[config.mk]
export PLATFORM = sky130hd
export DESIGN_NAME = uart_rx_line_fifo_unit
export DESIGN_NICKNAME = d
export VERILOG_FILES = /design/src/design/urlf_pkg.sv /design/src/design/urlf_front.sv /design/src/design/urlf_cmd_queue.sv /design/src/design/urlf_back.sv /design/src/design/uart_rx_line_fifo_unit.sv
export VERILOG_INCLUDE_DIRS = /design/src /design/src/design
export SDC_FILE = /design/constraint.sdc
export NUM_CORES = 2
export LEC_CHECK = 0
export ABC_AREA = 1
export CORE_UTILIZATION = 30
export CTS_CLUSTER_SIZE = 8
export DETAILED_ROUTE_END_ITERATION = 6
export DONT_BUFFER_PORTS = 1
export PLACE_DENSITY_LB_ADDON = 0.1
export SKIP_CTS_REPAIR_TIMING = 1
export SYNTH_ARGS = -nofsm -noshare
export SYNTH_HDL_FRONTEND = slang
export SYNTH_SLANG_ARGS = --single-unit
[constraint.sdc]
create_clock -name clock -period 7.3 [get_ports clock]
set_clock_uncertainty 0.1 [all_clocks]
set_input_delay 0 -clock clock [delete_from_list [all_inputs] [get_ports clock]]
set_output_delay 0 -clock clock [all_outputs]
set_load 0.05 [all_outputs]
[src/design/uart_rx_line_fifo_unit_defines.svh]
// assertion macros for the line fifo unit
`ifndef UART_RX_LINE_FIFO_UNIT_DEFINES_SVH
`define UART_RX_LINE_FIFO_UNIT_DEFINES_SVH
`ifndef NO_ASSERTIONS
// consequent checked in the same cycle as the antecedent
`define URLF_ASSERT_SAME(label, clk, rst, ante, cons) \
   label: assert property (@(posedge clk) disable iff (rst) (ante) |-> (cons)) \
      else $error("urlf check failed");
// consequent checked in the cycle after the antecedent
`define URLF_ASSERT_NEXT(label, clk, rst, ante, cons) \
   label: assert property (@(posedge clk) disable iff (rst) (ante) |=> (cons)) \
      else $error("urlf check failed");
`else
`define URLF_ASSERT_SAME(label, clk, rst, ante, cons)
`define URLF_ASSERT_NEXT(label, clk, rst, ante, cons)
`endif
`endif

[src/design/urlf_pkg.sv]
package urlf_pkg;

   // ring geometry
   localparam int DEPTH = 256;
   localparam int PTR_W = (DEPTH > 1) ? $clog2(DEPTH) : 1;
   localparam int CNT_W = $clog2(DEPTH + 1);
   localparam int SUM_W = PTR_W + 2;

   // line copy limit
   localparam int LIM_W = 7;
   localparam int MAX_LINE_OUT = 64;
   localparam int CMP_W = (CNT_W > LIM_W) ? CNT_W : LIM_W;
   localparam logic [LIM_W-1:0] COPY_LIMIT_RESET = LIM_W'(63);

   // command queue between front and back
   localparam int QUEUE_DEPTH = 2;
   localparam int QIDX_W = $clog2(QUEUE_DEPTH);
   localparam int QCNT_W = $clog2(QUEUE_DEPTH + 1);

   // line terminators
   localparam logic [7:0] CH_CR = 8'h0D;
   localparam logic [7:0] CH_LF = 8'h0A;

   typedef enum logic {
      CMD_PUSH = 1'b0,
      CMD_LINE = 1'b1
   } cmd_kind_type;

   typedef struct packed {
      cmd_kind_type kind;
      logic [7:0]   data;
   } cmd_type;

   typedef struct packed {
      logic valid;
      logic full;
   } queue_status_type;

   typedef struct packed {
      logic       strobe;
      logic       found;
      logic [7:0] line_byte;
      logic       last;
   } rsp_type;

   typedef struct packed {
      logic [CNT_W-1:0] fill;
   } back_status_type;

   // advance a ring pointer with wrap
   function automatic logic [PTR_W-1:0] ring_next(input logic [PTR_W-1:0] p);
      return (p == PTR_W'(DEPTH - 1)) ? '0 : p + 1'b1;
   endfunction

endpackage

[src/design/urlf_front.sv]
module urlf_front (
   input  logic                      clock,
   input  logic                      reset,
   input  logic                      start,
   output logic                      busy,
   input  logic                      req_func,
   input  logic [7:0]                req_rx_byte,
   input  urlf_pkg::queue_status_type q_status,
   output logic                      q_push,
   output urlf_pkg::cmd_type         q_cmd
);

   logic              hold_valid_ff;
   logic              hold_valid_in;
   urlf_pkg::cmd_type hold_cmd_ff;
   urlf_pkg::cmd_type hold_cmd_in;
   logic              accept;
   logic              move;

   // hand the held item to the queue when it has room
   assign move   = hold_valid_ff && !q_status.full;
   assign busy   = hold_valid_ff && q_status.full;
   assign accept = start && !busy;
   assign q_push = move;
   assign q_cmd  = hold_cmd_ff;

   // classify the incoming item
   always_comb begin
      hold_cmd_in = hold_cmd_ff;
      if (accept) begin
         hold_cmd_in.kind = req_func ? urlf_pkg::CMD_LINE : urlf_pkg::CMD_PUSH;
         hold_cmd_in.data = req_func ? 8'h00 : req_rx_byte;
      end
   end

   assign hold_valid_in = accept || (hold_valid_ff && !move);

   always_ff @(posedge clock) begin
      if (reset) begin
         hold_valid_ff <= 1'b0;
      end else begin
         hold_valid_ff <= hold_valid_in;
      end
   end

   always_ff @(posedge clock) begin
      hold_cmd_ff <= hold_cmd_in;
   end

endmodule

[src/design/urlf_cmd_queue.sv]
module urlf_cmd_queue (
   input  logic                       clock,
   input  logic                       reset,
   input  logic                       push,
   input  urlf_pkg::cmd_type          push_cmd,
   input  logic                       pop,
   output urlf_pkg::cmd_type          pop_cmd,
   output urlf_pkg::queue_status_type status
);

   urlf_pkg::cmd_type                entry_ff [urlf_pkg::QUEUE_DEPTH];
   logic [urlf_pkg::QIDX_W-1:0]      wr_ptr_ff;
   logic [urlf_pkg::QIDX_W-1:0]      wr_ptr_in;
   logic [urlf_pkg::QIDX_W-1:0]      rd_ptr_ff;
   logic [urlf_pkg::QIDX_W-1:0]      rd_ptr_in;
   logic [urlf_pkg::QCNT_W-1:0]      count_ff;
   logic [urlf_pkg::QCNT_W-1:0]      count_in;
   logic                             do_push;
   logic                             do_pop;

   assign status.valid = (count_ff != '0);
   assign status.full  = (count_ff == urlf_pkg::QCNT_W'(urlf_pkg::QUEUE_DEPTH));
   assign do_push      = push && !status.full;
   assign do_pop       = pop && status.valid;
   assign pop_cmd      = entry_ff[rd_ptr_ff];

   // pointer and count update
   always_comb begin
      wr_ptr_in = wr_ptr_ff;
      rd_ptr_in = rd_ptr_ff;
      count_in  = count_ff;
      if (do_push) begin
         wr_ptr_in = (wr_ptr_ff == urlf_pkg::QIDX_W'(urlf_pkg::QUEUE_DEPTH - 1)) ?
                     '0 : wr_ptr_ff + 1'b1;
      end
      if (do_pop) begin
         rd_ptr_in = (rd_ptr_ff == urlf_pkg::QIDX_W'(urlf_pkg::QUEUE_DEPTH - 1)) ?
                     '0 : rd_ptr_ff + 1'b1;
      end
      case ({do_push, do_pop})
         2'b10:   count_in = count_ff + 1'b1;
         2'b01:   count_in = count_ff - 1'b1;
         default: count_in = count_ff;
      endcase
   end

   always_ff @(posedge clock) begin
      if (reset) begin
         wr_ptr_ff <= '0;
         rd_ptr_ff <= '0;
         count_ff  <= '0;
      end else begin
         wr_ptr_ff <= wr_ptr_in;
         rd_ptr_ff <= rd_ptr_in;
         count_ff  <= count_in;
      end
   end

   // entry storage
   always_ff @(posedge clock) begin
      if (do_push) begin
         entry_ff[wr_ptr_ff] <= push_cmd;
      end
   end

endmodule

[src/design/urlf_back.sv]
module urlf_back (
   input  logic                            clock,
   input  logic                            reset,
   input  urlf_pkg::queue_status_type      q_status,
   input  urlf_pkg::cmd_type               q_cmd,
   output logic                            q_pop,
   input  logic [urlf_pkg::LIM_W-1:0]      copy_limit,
   output urlf_pkg::rsp_type               rsp,
   output urlf_pkg::back_status_type       status
);

   typedef enum logic [4:0] {
      ST_IDLE     = 5'b00001,
      ST_SCAN_RD  = 5'b00010,
      ST_SCAN_CHK = 5'b00100,
      ST_COPY_RD  = 5'b01000,
      ST_COPY_OUT = 5'b10000
   } back_state_type;

   back_state_type                 state_ff;
   back_state_type                 state_in;
   logic [urlf_pkg::PTR_W-1:0]     rp_ff;
   logic [urlf_pkg::PTR_W-1:0]     rp_in;
   logic [urlf_pkg::PTR_W-1:0]     wp_ff;
   logic [urlf_pkg::PTR_W-1:0]     wp_in;
   logic [urlf_pkg::CNT_W-1:0]     fill_ff;
   logic [urlf_pkg::CNT_W-1:0]     fill_in;
   logic [urlf_pkg::PTR_W-1:0]     idx_ff;
   logic [urlf_pkg::PTR_W-1:0]     idx_in;
   logic [urlf_pkg::CNT_W-1:0]     len_ff;
   logic [urlf_pkg::CNT_W-1:0]     len_in;
   logic [urlf_pkg::LIM_W-1:0]     cnt_ff;
   logic [urlf_pkg::LIM_W-1:0]     cnt_in;
   logic [urlf_pkg::LIM_W-1:0]     num_ff;
   logic [urlf_pkg::LIM_W-1:0]     num_in;
   urlf_pkg::rsp_type              rsp_ff;
   urlf_pkg::rsp_type              rsp_in;
   logic [7:0]                     rd_data_ff;
   logic [7:0]                     mem [urlf_pkg::DEPTH];
   logic                           mem_we;
   logic [urlf_pkg::CNT_W-1:0]     len_next;
   logic [urlf_pkg::LIM_W-1:0]     lim;
   logic [urlf_pkg::SUM_W-1:0]     rp_sum;
   logic [urlf_pkg::SUM_W-1:0]     rp_wrap;
   logic                           is_last;

   assign rsp         = rsp_ff;
   assign status.fill = fill_ff;
   assign q_pop       = (state_ff == ST_IDLE) && q_status.valid;

   // clamp the copy limit into one to the output maximum
   always_comb begin
      if (copy_limit == '0) begin
         lim = urlf_pkg::LIM_W'(1);
      end else if (copy_limit > urlf_pkg::LIM_W'(urlf_pkg::MAX_LINE_OUT)) begin
         lim = urlf_pkg::LIM_W'(urlf_pkg::MAX_LINE_OUT);
      end else begin
         lim = copy_limit;
      end
   end

   assign len_next = len_ff + 1'b1;
   assign is_last  = ((cnt_ff + 1'b1) == num_ff);

   // read pointer after the whole line is consumed
   assign rp_sum  = urlf_pkg::SUM_W'(rp_ff) + urlf_pkg::SUM_W'(len_ff);
   assign rp_wrap = (rp_sum >= urlf_pkg::SUM_W'(urlf_pkg::DEPTH)) ?
                    rp_sum - urlf_pkg::SUM_W'(urlf_pkg::DEPTH) : rp_sum;

   // sequencer
   always_comb begin
      state_in = state_ff;
      rp_in    = rp_ff;
      wp_in    = wp_ff;
      fill_in  = fill_ff;
      idx_in   = idx_ff;
      len_in   = len_ff;
      cnt_in   = cnt_ff;
      num_in   = num_ff;
      mem_we   = 1'b0;
      rsp_in   = '0;
      case (state_ff)
         ST_IDLE: begin
            if (q_status.valid) begin
               if (q_cmd.kind == urlf_pkg::CMD_PUSH) begin
                  if (fill_ff < urlf_pkg::CNT_W'(urlf_pkg::DEPTH)) begin
                     mem_we  = 1'b1;
                     wp_in   = urlf_pkg::ring_next(wp_ff);
                     fill_in = fill_ff + 1'b1;
                  end
               end else if (fill_ff == '0) begin
                  rsp_in.strobe = 1'b1;
                  rsp_in.last   = 1'b1;
               end else begin
                  idx_in   = rp_ff;
                  len_in   = '0;
                  state_in = ST_SCAN_RD;
               end
            end
         end
         ST_SCAN_RD: begin
            state_in = ST_SCAN_CHK;
         end
         ST_SCAN_CHK: begin
            len_in = len_next;
            if (rd_data_ff inside {urlf_pkg::CH_CR, urlf_pkg::CH_LF}) begin
               num_in = (urlf_pkg::CMP_W'(len_next) < urlf_pkg::CMP_W'(lim)) ?
                        urlf_pkg::LIM_W'(len_next) : lim;
               idx_in   = rp_ff;
               cnt_in   = '0;
               state_in = ST_COPY_RD;
            end else if (len_next == fill_ff) begin
               rsp_in.strobe = 1'b1;
               rsp_in.last   = 1'b1;
               state_in      = ST_IDLE;
            end else begin
               idx_in   = urlf_pkg::ring_next(idx_ff);
               state_in = ST_SCAN_RD;
            end
         end
         ST_COPY_RD: begin
            state_in = ST_COPY_OUT;
         end
         ST_COPY_OUT: begin
            rsp_in.strobe    = 1'b1;
            rsp_in.found     = 1'b1;
            rsp_in.line_byte = rd_data_ff;
            rsp_in.last      = is_last;
            if (is_last) begin
               rp_in    = urlf_pkg::PTR_W'(rp_wrap);
               fill_in  = fill_ff - len_ff;
               state_in = ST_IDLE;
            end else begin
               cnt_in   = cnt_ff + 1'b1;
               idx_in   = urlf_pkg::ring_next(idx_ff);
               state_in = ST_COPY_RD;
            end
         end
         default: begin
            state_in = ST_IDLE;
         end
      endcase
   end

   always_ff @(posedge clock) begin
      if (reset) begin
         state_ff <= ST_IDLE;
         rp_ff    <= '0;
         wp_ff    <= '0;
         fill_ff  <= '0;
         rsp_ff   <= '0;
      end else begin
         state_ff <= state_in;
         rp_ff    <= rp_in;
         wp_ff    <= wp_in;
         fill_ff  <= fill_in;
         rsp_ff   <= rsp_in;
      end
   end

   // scan and copy working registers
   always_ff @(posedge clock) begin
      idx_ff <= idx_in;
      len_ff <= len_in;
      cnt_ff <= cnt_in;
      num_ff <= num_in;
   end

   // byte store, one write and one registered read
   always_ff @(posedge clock) begin
      if (mem_we) begin
         mem[wp_ff] <= q_cmd.data;
      end
      rd_data_ff <= mem[idx_ff];
   end

endmodule

[src/design/uart_rx_line_fifo_unit.sv]
// receive ring buffer that hands out whole text lines
//
// input channel: an item is taken at a clock edge with start high and busy
// low. req_func 0 pushes req_rx_byte into the ring (dropped when the ring
// holds all 256 bytes); req_func 1 asks for one line ending in CR or LF.
// a push gives no result. a line request gives one rsp_strobe pulse per
// line byte (rsp_found 1, at most copy_limit bytes, clamped to 1..64,
// last marked by rsp_last), or a single pulse, rsp_found 0 and rsp_last 1,
// when no terminator is buffered. the whole line is always consumed.
// flow: items pass a front hold register and a two-entry command queue;
// a push is stored, and a request on an empty ring is answered, as the
// back end pops it. a line request steps through scan read and scan check
// states per scanned byte, then copy read and copy out states per
// delivered byte, as the byte store has a single registered read port.
// busy rises only while the queue is full behind a long line request.
// csr channel: csr_copy_limit is written when csr_valid and csr_ready are
// high; csr_ready is always high. write it only while the block is idle.
// reset: pointers and count go to zero, copy limit to 63, store contents
// stay unknown. the receiver cannot stall: each result shows for one cycle.
`include "uart_rx_line_fifo_unit_defines.svh"

module uart_rx_line_fifo_unit (
   input  logic                       clock,
   input  logic                       reset,
   input  logic                       start,
   output logic                       busy,
   input  logic                       req_func,
   input  logic [7:0]                 req_rx_byte,
   output logic                       rsp_strobe,
   output logic                       rsp_found,
   output logic [7:0]                 rsp_line_byte,
   output logic                       rsp_last,
   input  logic                       csr_valid,
   output logic                       csr_ready,
   input  logic [urlf_pkg::LIM_W-1:0] csr_copy_limit
);

   urlf_pkg::queue_status_type     q_status;
   urlf_pkg::cmd_type              front_cmd;
   urlf_pkg::cmd_type              back_cmd;
   urlf_pkg::rsp_type              rsp;
   urlf_pkg::back_status_type      back_status;
   logic                           q_push;
   logic                           q_pop;
   logic [urlf_pkg::LIM_W-1:0]     copy_limit_ff;

   // copy limit register
   assign csr_ready = 1'b1;

   always_ff @(posedge clock) begin
      if (reset) begin
         copy_limit_ff <= urlf_pkg::COPY_LIMIT_RESET;
      end else if (csr_valid && csr_ready) begin
         copy_limit_ff <= csr_copy_limit;
      end
   end

   urlf_front u_front (
      .clock       (clock),
      .reset       (reset),
      .start       (start),
      .busy        (busy),
      .req_func    (req_func),
      .req_rx_byte (req_rx_byte),
      .q_status    (q_status),
      .q_push      (q_push),
      .q_cmd       (front_cmd)
   );

   urlf_cmd_queue u_queue (
      .clock    (clock),
      .reset    (reset),
      .push     (q_push),
      .push_cmd (front_cmd),
      .pop      (q_pop),
      .pop_cmd  (back_cmd),
      .status   (q_status)
   );

   urlf_back u_back (
      .clock      (clock),
      .reset      (reset),
      .q_status   (q_status),
      .q_cmd      (back_cmd),
      .q_pop      (q_pop),
      .copy_limit (copy_limit_ff),
      .rsp        (rsp),
      .status     (back_status)
   );

   // result ports
   assign rsp_strobe    = rsp.strobe;
   assign rsp_found     = rsp.found;
   assign rsp_line_byte = rsp.line_byte;
   assign rsp_last      = rsp.last;

   // checks
   `URLF_ASSERT_SAME(a_miss_form, clock, reset, rsp_strobe && !rsp_found,
                     rsp_last && (rsp_line_byte == 8'h00))
   `URLF_ASSERT_NEXT(a_copy_gap, clock, reset, rsp_strobe && rsp_found && !rsp_last, !rsp_strobe)
   `URLF_ASSERT_SAME(a_fill_bound, clock, reset, 1'b1,
                     back_status.fill <= urlf_pkg::CNT_W'(urlf_pkg::DEPTH))

endmodule
==> results by group <==
Outcome
  • Status: finished clean

Synth
  • Number of unique standard cell types used by synthesis: 46
  • Proportion of synthesized chip area in sequential cells: 71.93%
  • EDFF count, synth: 2,106
  • Area share of the largest cell type after synthesis: 70.54%
  • Area leader, netlist: edfxtp_1
  • Async set-or-reset flop fraction in the synthesized netlist: 0%
  • Primary flip-flop cell chosen by synthesis mapping: edfxtp_1
  • Post-synthesis instance area: 0.08965 mm2
  • Yosys warning total: 0
  • Number of synthesized register bits: 2,168
  • Post-synthesis instance total: 7,970
  • Average instance area after synthesis: 11.25 um2
  • Syn Nets: 8,021
  • Cell types occupying the most area after synthesis: edfxtp_1 71%, nand2_1 13%, nand3_1 7.4%

Placement
  • Placed Cells incl. Taps: 11,550
  • Placed cell area: 0.09337 mm2
  • HPWL after DPL: 169,900 um
  • Worst slack at placement: 3068 ps
  • GPL Wtd Cong: 0.8012
  • IO buf count: 0

Floorplan
  • Top Ports: 33
  • Row Count: 200
  • X dimension of the die: 548.6 um
  • Die footprint: 0.3010 mm2
  • Floorplan core area: 0.2970 mm2
  • Effective utilization at floorplan: 30.18%
  • Height of the die: 548.6 um

Detailed routing
  • Number of remaining DRC errors: 0
  • Average detailed-routed wire length per instance: 24.98 um
  • Iteration-0 DRC count of the detailed router: 5,020
  • TritonRoute pass-1 iters: 6
  • Total Wirelength: 299,500 um
  • Antenna violation net count after detailed routing: 0
  • Vias per std cell: 4.911
  • Total number of vias: 58,880

Setup path
  • Data arrival, critical path: 4920 ps
  • Reg-to-reg slack, setup: 3090 ps
  • Beginning of the worst register-to-register path: u_back.idx_ff[0]
  • Worst Path Max Fanout: 145
  • Highest cell delay on the worst timing path: 750 ps
  • Critical Setup Path Class: reg -> reg
  • CP max-delay cell: buf_4
  • Crit start category: register
  • CP Capture Type: register
  • Critical-path cell list: buf_4 > buf_12 > nand2_1 > nand2_1 > a21oi_1 > nand3_1 > nand3_1 > nand3_1 > nand3_1 > nand2_1 > nand2_1 > nand2_1
  • Required time of the worst setup path: 8000 ps
  • Cell depth of the worst flop-to-flop path: 12
  • Worst Setup EP: u_back.rd_data_ff[0]
  • Crit. Startpoint: u_back.idx_ff[0]
  • End of the worst register-to-register path: u_back.rd_data_ff[0]
  • Most common cell on crit path: nand2_1

GRT
  • Number of antenna violations at the first check in global routing: 12
  • First-pass GRT wire length: 428,600 um
  • Pin count of the biggest net entering global routing: 186
  • Vias in the first global route: 57,740
  • Aggregate global-route resource usage: 19.53%
  • Sum of overflow across all layers after global routing: 0

Pwr
  • Switch Pwr: 14.40 mW
  • P_int: 25.43 mW
  • Share of total power in combinational logic: 28.1%
  • Share of total power consumed by net switching: 36.15%
  • Cell Pwr Density: 389.3 mW/mm2
  • Clk pwr share: 33.0%
  • Leakage: 36.69 nW
  • Proportion of power drawn by flip-flops and latches: 38.9%
  • VDD IR-drop max: 0.3717 mV
  • Overall power of the completed layout: 39.82 mW

Finish
  • Post-route cell area: 0.1023 mm2
  • Layout overhead on the synthesized area: 14.12%
  • Number of filler instances in the final layout: 29,430
  • Most common library cell in the layout ignoring fill and taps: nand2_1
  • Ratio of cells with drive above 1 in the final layout: 6.162%
  • Post-route core utilization: 34.44%
  • Sequential cell area: 0.06448 mm2
  • Layout Nets: 8,021
  • Leading cell types in the layout, fill and taps excluded: 3,018 x nand2_1, 2,106 x edfxtp_1, 1,320 x nand3_1, 382 x nor2_1, 321 x clkbuf_16
  • Area used by multi-input combinational logic: 0.02232 mm2
  • Non-filler cells, final: 11,990

Clocking
  • Maximum level of the CTS H-tree: 5
  • CTS max path bufs: 4
  • Total clock buffers created by CTS: 313
  • Clock transition at the registers of the reported paths: 50 ps
  • CTS tree: done
  • Clock sinks: 2,168
  • Clock Latency Late Sink: 870 ps
  • Clock root cell: clkbuf_16

Timing
  • Final Cycle Share: 57.73%
  • Maximum clock frequency: 0.2373 GHz
  • Clock period minus worst slack: 4215 ps
  • Slew Limit Fails: 0
  • Setup repair after global routing missed its margin: no
  • Final Hold Fails: 0
  • Total Negative Setup Slacks: 0 ps
  • Worst slew slack as a fraction of its limit: 22.66%
  • Worst hold slack: 1.253 ps
  • Slew at the pin closest to its max-slew limit: 1151 ps
  • Final Worst Setup Slack: 3085 ps
  • Final setup viols: 0

Flow run
  • Count of max-cap constraint violations: 0

Worst hold path
  • Path type of the worst min-delay path: in -> reg
==> routing by layer <==
layer	track usage, %	wire [um]	up-vias
met1	26.92	135400	29550
met3	2.839	14930	381
met4	5.009	6832	0
met5	0	0	-
li1	-	-	27410
met2	32.15	142400	1535
==> registers in the layout, indices dropped and copies added, names as in the netlist, named ones only <==
name / cells
u_back.len_ff: 9
u_queue.count_ff: 2
u_queue.wr_ptr_ff: 1
u_back.state_ff: 5
u_front.hold_valid_ff: 1
u_back.rsp: 11
u_back.mem: 2048
u_back.cnt_ff: 7
u_queue.entry_ff: 18
u_front.q_cmd: 9
u_back.idx_ff: 8
u_back.wp_ff: 8
u_back.rd_data_ff: 8
u_queue.rd_ptr_ff: 1
copy_limit_ff: 7
u_back.rp_ff: 8
u_back.status: 9
u_back.num_ff: 7
==> how the worst min path moves through the flow <==
stage / startpoint / end / slack (ps) / cells past startpoint
finish: csr_valid / copy_limit_ff[6] / 1 / 3
global route: csr_valid / copy_limit_ff[6] / 10 / 3
CTS: reset / u_back.rp_ff[7] / -950 / 1
detailed placement: reset / u_back.status[8] / -20 / 1
global placement: reset / u_back.status[8] / -20 / 1
floorplan: reset / u_back.state_ff[3] / -20 / 1
==> power by group through the flow <==
stage / Clock [mW] / Combinational, mW / Sequential [mW]
detailed placement: 0 / 11.4 / 15.7
CTS: 13.4 / 11.4 / 15.5
floorplan: 0 / 6.37 / 16.1
finish: 13.1 / 11.2 / 15.5
global route: 13.9 / 12.2 / 15.5
global placement: 0 / 11.4 / 15.7
==> cells in the mapped netlist (2+ instances only) <==
library cell,instances
a31oi_1,2
nand3_1,1326
nor2_2,5
nor2_1,383
o22ai_1,3
buf_6,8
a21oi_1,292
o21ai_1,2
buf_2,272
ha_1,29
xor2_1,17
nor4_1,4
nand4_1,15
nor2_4,2
or2_2,3
clkinv_1,3
nand2_2,3
xnor2_1,6
inv_2,5
clkbuf_1,93
edfxtp_1,2106
buf_4,61
nand4_2,2
nor3_1,8
buf_1,26
nand2_4,9
inv_4,3
a211oi_1,2
dfxtp_1,62
fa_1,2
inv_1,140
o21ai_0,33
nand2_1,3030
==> worst max-delay path: cells and delay by family, from the launching register on <==
family                 cells  cell delay, ps
AO/OA/AOI/OAI              1              70
flip-flops                 1             640
buffers and inverters      2            1330
AND/OR/NAND/NOR            9            1740
==> layout make-up <==
class,instances,area share [%]
multi-input combinational,5189,21.81
clock inverter,13,0.2116
timing repair buffer,146,1.433
inverter,152,0.6078
sequential,2168,63.03
clock buffer,381,8.082
tap,3939,4.817
antenna,2,0.004892
==> kinds of logic (layout without fill, tap and decap cells) <==
group	count (synthesis)	in the layout	share of synthesized area, %
and+or+nand+nor	4794	4794	22.15
DFF	2168	2168	71.93
buffers and inverters	613	692	3.295
AOI/OAI and AO/OA	340	340	1.946
adders and majority gates	31	31	0.4494
xor gates and xnor gates	23	23	0.2247
other	1	3	0.004183
No activity file was read; power rests on OpenSTA's default activity.
